--- src/rtl/bbc_pkg.sv ---
// bbc_pkg: shared types, bracket codes and the byte decoder for the bracket balance checker
// depends on nothing; used by bbc_core, bbc_out_buf and the top
`timescale 1ns / 1ps

package bbc_pkg;

  localparam int unsigned MAX_LINE_BYTES_DEF = 1024;

  localparam logic [7:0] CH_PAREN_OPEN  = 8'h28;  // (
  localparam logic [7:0] CH_PAREN_CLOSE = 8'h29;  // )
  localparam logic [7:0] CH_SQUARE_OPEN  = 8'h5b;  // [
  localparam logic [7:0] CH_SQUARE_CLOSE = 8'h5d;  // ]
  localparam logic [7:0] CH_CURLY_OPEN  = 8'h7b;  // {
  localparam logic [7:0] CH_CURLY_CLOSE = 8'h7d;  // }
  localparam logic [7:0] CH_ANGLE_OPEN  = 8'h3c;  // <
  localparam logic [7:0] CH_ANGLE_CLOSE = 8'h3e;  // >

  typedef enum logic [1:0] {
    KIND_PAREN  = 2'd0,
    KIND_SQUARE = 2'd1,
    KIND_CURLY  = 2'd2,
    KIND_ANGLE  = 2'd3
  } bracket_kind_t;

  typedef struct packed {
    logic          is_open;
    logic          is_close;
    bracket_kind_t kind;
  } bracket_dec_t;

  // one verdict from the core to the output buffer
  typedef struct packed {
    logic valid;
    logic balanced;
  } result_t;

  function automatic bracket_dec_t decode_byte(input logic [7:0] ch);
    bracket_dec_t d;
    d = '{is_open: 1'b0, is_close: 1'b0, kind: KIND_PAREN};
    case (ch)
      CH_PAREN_OPEN:   d = '{is_open: 1'b1, is_close: 1'b0, kind: KIND_PAREN};
      CH_PAREN_CLOSE:  d = '{is_open: 1'b0, is_close: 1'b1, kind: KIND_PAREN};
      CH_SQUARE_OPEN:  d = '{is_open: 1'b1, is_close: 1'b0, kind: KIND_SQUARE};
      CH_SQUARE_CLOSE: d = '{is_open: 1'b0, is_close: 1'b1, kind: KIND_SQUARE};
      CH_CURLY_OPEN:   d = '{is_open: 1'b1, is_close: 1'b0, kind: KIND_CURLY};
      CH_CURLY_CLOSE:  d = '{is_open: 1'b0, is_close: 1'b1, kind: KIND_CURLY};
      CH_ANGLE_OPEN:   d = '{is_open: 1'b1, is_close: 1'b0, kind: KIND_ANGLE};
      CH_ANGLE_CLOSE:  d = '{is_open: 1'b0, is_close: 1'b1, kind: KIND_ANGLE};
      default:         d = '{is_open: 1'b0, is_close: 1'b0, kind: KIND_PAREN};
    endcase
    return d;
  endfunction

endpackage

--- src/rtl/bbc_ram.sv ---
// bbc_ram: generic simple dual-port ram, one write and one registered read per cycle
// depends on nothing
`timescale 1ns / 1ps

module bbc_ram #(
  parameter int unsigned WIDTH = 2,
  parameter int unsigned DEPTH = 1024
) (
  input  logic                     clk,
  input  logic                     we,
  input  logic [$clog2(DEPTH)-1:0] waddr,
  input  logic [WIDTH-1:0]         wdata,
  input  logic [$clog2(DEPTH)-1:0] raddr,
  output logic [WIDTH-1:0]         rdata
);

  logic [WIDTH-1:0] mem [DEPTH];

  always_ff @(posedge clk) begin
    if (we) begin
      mem[waddr] <= wdata;
    end
    rdata <= mem[raddr];
  end

endmodule

--- src/rtl/bbc_core.sv ---
// bbc_core: stack and per-kind counters, one byte per cycle while accept is high
// depends on bbc_pkg and bbc_ram (stack storage)
`timescale 1ns / 1ps

module bbc_core #(
  parameter int unsigned MAX_LINE_BYTES = bbc_pkg::MAX_LINE_BYTES_DEF
) (
  input  logic             clk,
  input  logic             rst,
  input  logic             accept,
  input  logic [7:0]       char_code,
  input  logic             line_end,
  output bbc_pkg::result_t result
);

  localparam int unsigned DW = $clog2(MAX_LINE_BYTES + 1);
  localparam int unsigned AW = $clog2(MAX_LINE_BYTES);
  localparam logic [DW-1:0] MAX_CNT = DW'(MAX_LINE_BYTES);

  logic [DW-1:0] depth, depth_next;
  bbc_pkg::bracket_kind_t top, top_next;
  bbc_pkg::bracket_kind_t under, under_eff, under_next;
  logic popped, popped_next;
  logic err, err_next;
  logic [DW-1:0] open_cnt [4];
  logic [DW-1:0] close_cnt [4];
  logic [DW-1:0] open_next [4];
  logic [DW-1:0] close_next [4];

  logic          ram_we;
  logic [AW-1:0] ram_waddr, ram_raddr;
  logic [1:0]    ram_rdata;

  bbc_pkg::bracket_dec_t dec;
  logic ok;

  // entry below the top: straight from the ram right after a pop
  assign under_eff = popped ? bbc_pkg::bracket_kind_t'(ram_rdata) : under;

  // prefetch the entry two below the top, needed if this byte pops
  assign ram_raddr = AW'(depth - DW'(3));
  assign ram_waddr = AW'(depth);
  assign dec = bbc_pkg::decode_byte(char_code);

  bbc_ram #(
    .WIDTH(2),
    .DEPTH(MAX_LINE_BYTES)
  ) u_stack_ram (
    .clk  (clk),
    .we   (ram_we),
    .waddr(ram_waddr),
    .wdata(top_next),
    .raddr(ram_raddr),
    .rdata(ram_rdata)
  );

  always_comb begin
    depth_next  = depth;
    top_next    = top;
    under_next  = under_eff;
    popped_next = 1'b0;
    err_next    = err;
    ram_we      = 1'b0;
    ok          = 1'b0;
    for (int i = 0; i < 4; i++) begin
      open_next[i]  = open_cnt[i];
      close_next[i] = close_cnt[i];
    end

    if (accept && dec.is_open) begin
      if (open_cnt[dec.kind] == MAX_CNT) begin
        err_next = 1'b1;
      end else begin
        open_next[dec.kind] = open_cnt[dec.kind] + DW'(1);
      end
      if (depth == MAX_CNT) begin
        err_next = 1'b1;
      end else begin
        ram_we      = 1'b1;
        top_next    = dec.kind;
        under_next  = top;
        depth_next  = depth + DW'(1);
      end
    end

    if (accept && dec.is_close) begin
      if (close_cnt[dec.kind] == MAX_CNT) begin
        err_next = 1'b1;
      end else begin
        close_next[dec.kind] = close_cnt[dec.kind] + DW'(1);
      end
      if (close_next[dec.kind] > open_cnt[dec.kind]) begin
        err_next = 1'b1;
      end else if (depth == '0 || top != dec.kind) begin
        err_next = 1'b1;
      end else begin
        top_next    = under_eff;
        popped_next = 1'b1;
        depth_next  = depth - DW'(1);
      end
    end

    if (accept && line_end) begin
      ok = !err_next;
      for (int i = 0; i < 4; i++) begin
        if (open_next[i] != close_next[i]) begin
          ok = 1'b0;
        end
      end
      depth_next  = '0;
      popped_next = 1'b0;
      err_next    = 1'b0;
      for (int i = 0; i < 4; i++) begin
        open_next[i]  = '0;
        close_next[i] = '0;
      end
    end
  end

  always_ff @(posedge clk) begin
    if (rst) begin
      depth  <= '0;
      popped <= 1'b0;
      err    <= 1'b0;
      for (int i = 0; i < 4; i++) begin
        open_cnt[i]  <= '0;
        close_cnt[i] <= '0;
      end
    end else begin
      depth  <= depth_next;
      popped <= popped_next;
      err    <= err_next;
      for (int i = 0; i < 4; i++) begin
        open_cnt[i]  <= open_next[i];
        close_cnt[i] <= close_next[i];
      end
    end
    top   <= top_next;
    under <= under_next;
  end

  assign result.valid    = accept && line_end;
  assign result.balanced = ok;

endmodule

--- src/rtl/bbc_out_buf.sv ---
// bbc_out_buf: two-word output buffer between the core and the master-side stream
// depends on bbc_pkg
`timescale 1ns / 1ps

module bbc_out_buf (
  input  logic             clk,
  input  logic             rst,
  input  bbc_pkg::result_t result,
  output logic             space,
  output logic             m_tvalid,
  input  logic             m_tready,
  output logic [7:0]       m_tdata
);

  logic [1:0] count;
  logic       head, tail;
  logic       pop;

  assign pop      = (count != 2'd0) && m_tready;
  assign space    = (count != 2'd2);
  assign m_tvalid = (count != 2'd0);
  assign m_tdata  = {7'd0, head};

  always_ff @(posedge clk) begin
    if (rst) begin
      count <= 2'd0;
    end else begin
      case ({pop, result.valid})
        2'b01:   count <= count + 2'd1;
        2'b10:   count <= count - 2'd1;
        default: count <= count;
      endcase
    end
    case ({pop, result.valid})
      2'b01: begin
        if (count == 2'd0) begin
          head <= result.balanced;
        end else begin
          tail <= result.balanced;
        end
      end
      2'b10: begin
        head <= tail;
      end
      2'b11: begin
        if (count == 2'd1) begin
          head <= result.balanced;
        end else begin
          head <= tail;
          tail <= result.balanced;
        end
      end
      default: begin
        head <= head;
      end
    endcase
  end

endmodule

--- src/rtl/bracket_balance_checker_top.sv ---
// the verdict for a line is registered in the output buffer when its last byte is accepted
// throughput: one byte per cycle while s_tready is high; the stack ram does a prefetch read
// each cycle and a write per push, with the top and the entry below it held in registers
// reset (rst, synchronous): clears stack depth, counts, error flag and output buffer;
// the stack ram itself is not cleared and needs no clearing pass
`timescale 1ns / 1ps

// top level of the bracket balance checker: byte stream in, one verdict word per line out
// depends on bbc_pkg, bbc_core, bbc_out_buf (and bbc_ram inside the core)

module bracket_balance_checker_top #(
  // bound on stack depth and on each per-kind count
  parameter int unsigned MAX_LINE_BYTES = bbc_pkg::MAX_LINE_BYTES_DEF
) (
  input  logic       clk,
  input  logic       rst,
  // slave side: bytes of the line
  input  logic       s_tvalid,
  output logic       s_tready,
  input  logic [7:0] s_tdata,   // [7:0] char_code
  input  logic       s_tlast,   // line_end, the word that asks for the verdict
  // master side: one verdict word per line
  output logic       m_tvalid,
  input  logic       m_tready,
  output logic [7:0] m_tdata    // [0] balanced, [7:1] zero
);

  bbc_pkg::result_t result;
  logic             space;
  logic             accept;

  // the buffer holds two verdicts, so bytes keep flowing while one waits
  assign s_tready = space;
  assign accept   = s_tvalid && s_tready;

  // stack and counters, verdict produced in the cycle the last word is taken
  bbc_core #(
    .MAX_LINE_BYTES(MAX_LINE_BYTES)
  ) u_core (
    .clk      (clk),
    .rst      (rst),
    .accept   (accept),
    .char_code(s_tdata),
    .line_end (s_tlast),
    .result   (result)
  );

  // verdict queue toward the master side
  bbc_out_buf u_out_buf (
    .clk     (clk),
    .rst     (rst),
    .result  (result),
    .space   (space),
    .m_tvalid(m_tvalid),
    .m_tready(m_tready),
    .m_tdata (m_tdata)
  );

endmodule

--- config.mk ---
export PLATFORM = sky130hd
export DESIGN_NAME = bracket_balance_checker_top
export DESIGN_NICKNAME = d
export VERILOG_FILES = /design/src/rtl/bbc_pkg.sv /design/src/rtl/bbc_ram.sv /design/src/rtl/bbc_core.sv /design/src/rtl/bbc_out_buf.sv /design/src/rtl/bracket_balance_checker_top.sv
export SDC_FILE = /design/constraint.sdc
export NUM_CORES = 2
export LEC_CHECK = 0
export BUFFER_PORTS_ARGS = -buffer_cell sky130_fd_sc_hd__clkbuf_2
export CORE_ASPECT_RATIO = 2
export CORE_UTILIZATION = 55
export DETAILED_ROUTE_END_ITERATION = 10
export HOLD_SLACK_MARGIN = 0.03
export PLACE_DENSITY = 0.79
export SYNTH_ARGS = -nofsm -noshare
export SYNTH_HDL_FRONTEND = slang
export SYNTH_SLANG_ARGS = --single-unit
--- constraint.sdc ---
create_clock -name clk -period 35.9 [get_ports clk]
set_input_delay 1.795 -clock clk [delete_from_list [all_inputs] [get_ports clk]]
set_output_delay 1.795 -clock clk [all_outputs]
set_load 0.05 [all_outputs]
==> parameters.txt <==
Parameter                              Value

Outcome
  Result of the run    complete, but fails checks
  Violated checks    DRC, capacitance limit, slew limit

Worst setup path
  Crit Path Max Fanout    265
  Start of the worst register-to-register path    u_core.close_cnt[0][2]
  Worst-case register-to-register setup slack    26.59 ns
  Required time of the critical path    36.36 ns
  Startpoint Class    input pin
  Crit. End Element    register
  Worst Path Arrival    about 12 ns
  FF-to-FF End    u_core.u_stack_ram.mem[827][0]
  Worst Reg2Reg Path Length in Cells    20
  Crit path kind    in2reg

Worst hold path
  HP Start    u_core.err
  Cell depth of the worst min-delay path    2
  Worst min-delay path class    reg2reg
  Worst Hold Path EP    u_core.err

Logic synthesis
  Library cell with the highest instance count after synthesis    edfxtp_1
  Yosys warning total    0
  Commonest cells in the netlist    2050 x edfxtp_1, 1151 x nor2_1, 650 x mux4_2, 324 x clkbuf_1
  Cell type with the largest total area after synthesis    edfxtp_1
  Most used DFF post-synth    edfxtp_1
  Number of synthesized flops with an enable pin    between 2000 and 2500
  FF+latch count, synth    ~2200
  Cell area after synthesis    roughly 90000 sq um
  Share of synthesized registers carrying an async set or reset    0%
  Synthesized instance count    slightly above 5000
  Share of the yosys chip area belonging to registers    70.7%
  Syn Area/Cell    roughly 17 sq um
  Count of unique library cells instantiated by Yosys    77
  Top-area cell type share of the netlist area    68.3%
  Cell types occupying the most area after synthesis    edfxtp_1 68%, mux4_2 16%, nor2_1 4.8%, dfxtp_1 2.4%, clkbuf_1 1.3%

CTS
  CTS buffer count    176
  Post-cts sizing count    0
  Clock latency at the later pin of the worst-skew pair    0.82 ns
  Clock tree from TritonCTS    done
  Worst-path clk slew    0.07 ns
  Total number of H-tree levels    4
  CTS Root Cell    clkbuf_16
  Largest buffer count on any clock path    4
  Count of buffers added by post-CTS timing repair for setup    0
  Total of hold buffers inserted after clock tree synthesis    0
  CTS Sinks    2159

Final layout
  Share of the core filled with cells in the final layout    60.4%
  # nets final    5071
  Relative area change from synthesis to final layout    8.77%
  Post-route cell area    98000 sq um
  Share of cells above drive strength 1    a little over a fifth
  Area taken by multi-input logic gates    24900 sq um
  Fill cell count    roughly 11000
  Area of all sequential standard cells    63700 sq um

Placement
  Final Wtd Congestion    between 0.9 and 1
  Post-detailed-placement half-perimeter wirelength    132 mm
  Worst-case setup slack after placement    between 20 and 25 ns
  IO Port Bufs    15
  Cell Area, Placed    92200 sq um

Floorplan
  Placement row count    about 210
  Die Y-Extent    roughly 570 um
  Die Span X    around 290 um
  Initial Util    55.5%
  Die footprint    166000 sq um
  Placeable core region    162000 sq um
  Ports placed on the boundary    23

Route
  Post-detailed-route count of antenna-violating nets    0
  Via total after detailed routing    49800
  Overall routed net length    247 mm
  Initial DRC count    about 6400
  Detailed-route vias per instance    slightly below 7
  DR WL/cell    34.0 um
  Number of remaining DRC errors    8
  1st-pass router iterations    9

Global routing
  Vias in the first global route    51500
  First-pass GRT wire length    352 mm
  GRT met1 Usage    32.5%
  Pin count of the biggest net entering global routing    around 270
  Residual overflow from global routing    0
  Met3 global-route usage    5.99%
  Global routing's busiest layer    met2
  Met2 global-route usage    51.4%
  Antenna violations before repair    8
  Tot GR Track Use    30.1%

Timing
  Worst slew pin tran    1.51 ns
  Setup repair after global routing missed its margin    false
  Final TNS setup    0 ns
  Maximum clock frequency    87.8 MHz
  Final worst slack    24.51 ns
  Worst Hold Margin    0.543 ns
  Max Transition Viols Final    2
  Number of setup violations in the final report    0
  Minimum clock period    about 11 ns
  Portion of the clock cycle consumed by the worst path in the final layout    a little under a third
  Final hold violation count    0
  Headroom to the max-slew limit    -0.955%
  Skew final    0.0477 ns

Power and ir drop
  Leakage power figure    32.9 nW
  Max rail drop VDD    around 0.037 mV
  Total power divided by cell area    between 40 and 50 nW/um^2

Run
  Maximum Capacitance Violations    1
[per-stage QoR]
stage / power [mW] / cells
floorplan: 2.88 / 5187
global placement: 2.87 / 6964
detailed placement: 2.88 / 6964
CTS: 4.84 / 7271
global route: 4.91 / 7272
finish: 4.83 / 7276
[layout make-up]
class                      count  share of cell area, %
tap                         2110                   2.69
inverter                      27                  0.103
multi-input combinational   2576                   25.4
antenna                        5                 0.0128
clock inverter                99                   1.26
timing repair buffer          92                  0.781
sequential                  2159                   65.0
clock buffer                 208                   4.68
[critical path: stages]
cell	delay, ns
clkbuf_2	0.14
nand3b_1	0.78
or2_2	0.61
buf_4	0.26
nand2_1	0.46
o311ai_2	0.34
nor4_2	0.62
xor2_1	0.55
ha_1	0.35
nor2b_1	0.13
a2111oi_0	0.49
a21oi_1	0.16
a211o_1	0.34
nor2_1	0.71
a211oi_1	0.17
a21oi_4	0.16
buf_4	0.80
buf_4	0.91
buf_4	0.90
buf_12	0.75
[logic make-up after synthesis]
| kind of cell | count (synthesis) | synth area share, % |
|---|---|---|
| XOR/XNOR | 75 | 0.737 |
| flip-flops | 2159 | 70.7 |
| buffers and inverters | 452 | 2.01 |
| AND/OR/NAND/NOR | 1476 | 6.83 |
| AO/OA/AOI/OAI | 225 | 1.78 |
| adder cells (fa/ha/maj) | 26 | 0.361 |
| multiplexers | 767 | 17.6 |
| other | 1 | 0.00416 |
[how the worst max path moves through the flow]
stage               slack, ns  startpoint                              to  cells past startpoint
floorplan               -3.24  s_tdata[2]    u_core.u_stack_ram.mem[0][0]                     23
global placement        24.20  s_tdata[0]  u_core.u_stack_ram.mem[504][0]                     26
detailed placement      24.08  s_tdata[0]  u_core.u_stack_ram.mem[506][0]                     20
CTS                     24.93  s_tdata[0]  u_core.u_stack_ram.mem[957][0]                     20
global route            24.12  s_tdata[0]  u_core.u_stack_ram.mem[957][0]                     20
finish                  24.51  s_tdata[0]  u_core.u_stack_ram.mem[827][0]                     20
[routing by layer]
layer	routed length, um	vias to the layer above
li1	-	19800
met1	74400	25600
met2	127000	3394
met3	22800	976
met4	23000	6
met5	41	-
[sequential cells by signal, indices dropped and copies added, names as in the netlist]
signal	cells
u_core.u_stack_ram.mem	2048
u_out_buf.count	2
u_out_buf.tail	1
u_core.popped	1
u_core.err	1
u_core.under	2
u_out_buf.head	1
u_core.open_cnt	44
u_core.top	2
u_core.close_cnt	44
u_core.depth	11
u_core.u_stack_ram.rdata	2
[cells in the final DEF (no fill, tap or decap), drive strengths merged, types with 8 or more instances in the layout]
cell and n:
nor3b 9, nand3 20, edfxtp 2050, and2 14, nand2 112, nor4 19, a21oi 70, o21ai 19
dfxtp 109, ha 26, xor2 19, inv 33, a211oi 41, clkinv 54, clkbuf 223, nor2b 45
mux4 650, nor3 31, o31ai 16, mux2i 112, buf 77, xnor2 56, o22ai 8, clkinvlp 11
bufinv 28, and3 11, nand4 37, a221oi 11, nor2 1151
[report_power, final]
group / leakage (nW) / internal (mW) / switching, mW
clock network: 2.83 / 1.12 / 0.889
logic: 7.39 / 0.0278 / 0.0636
registers: 22.6 / 2.73 / 0.00147
(Power assumes the default switching activity.)
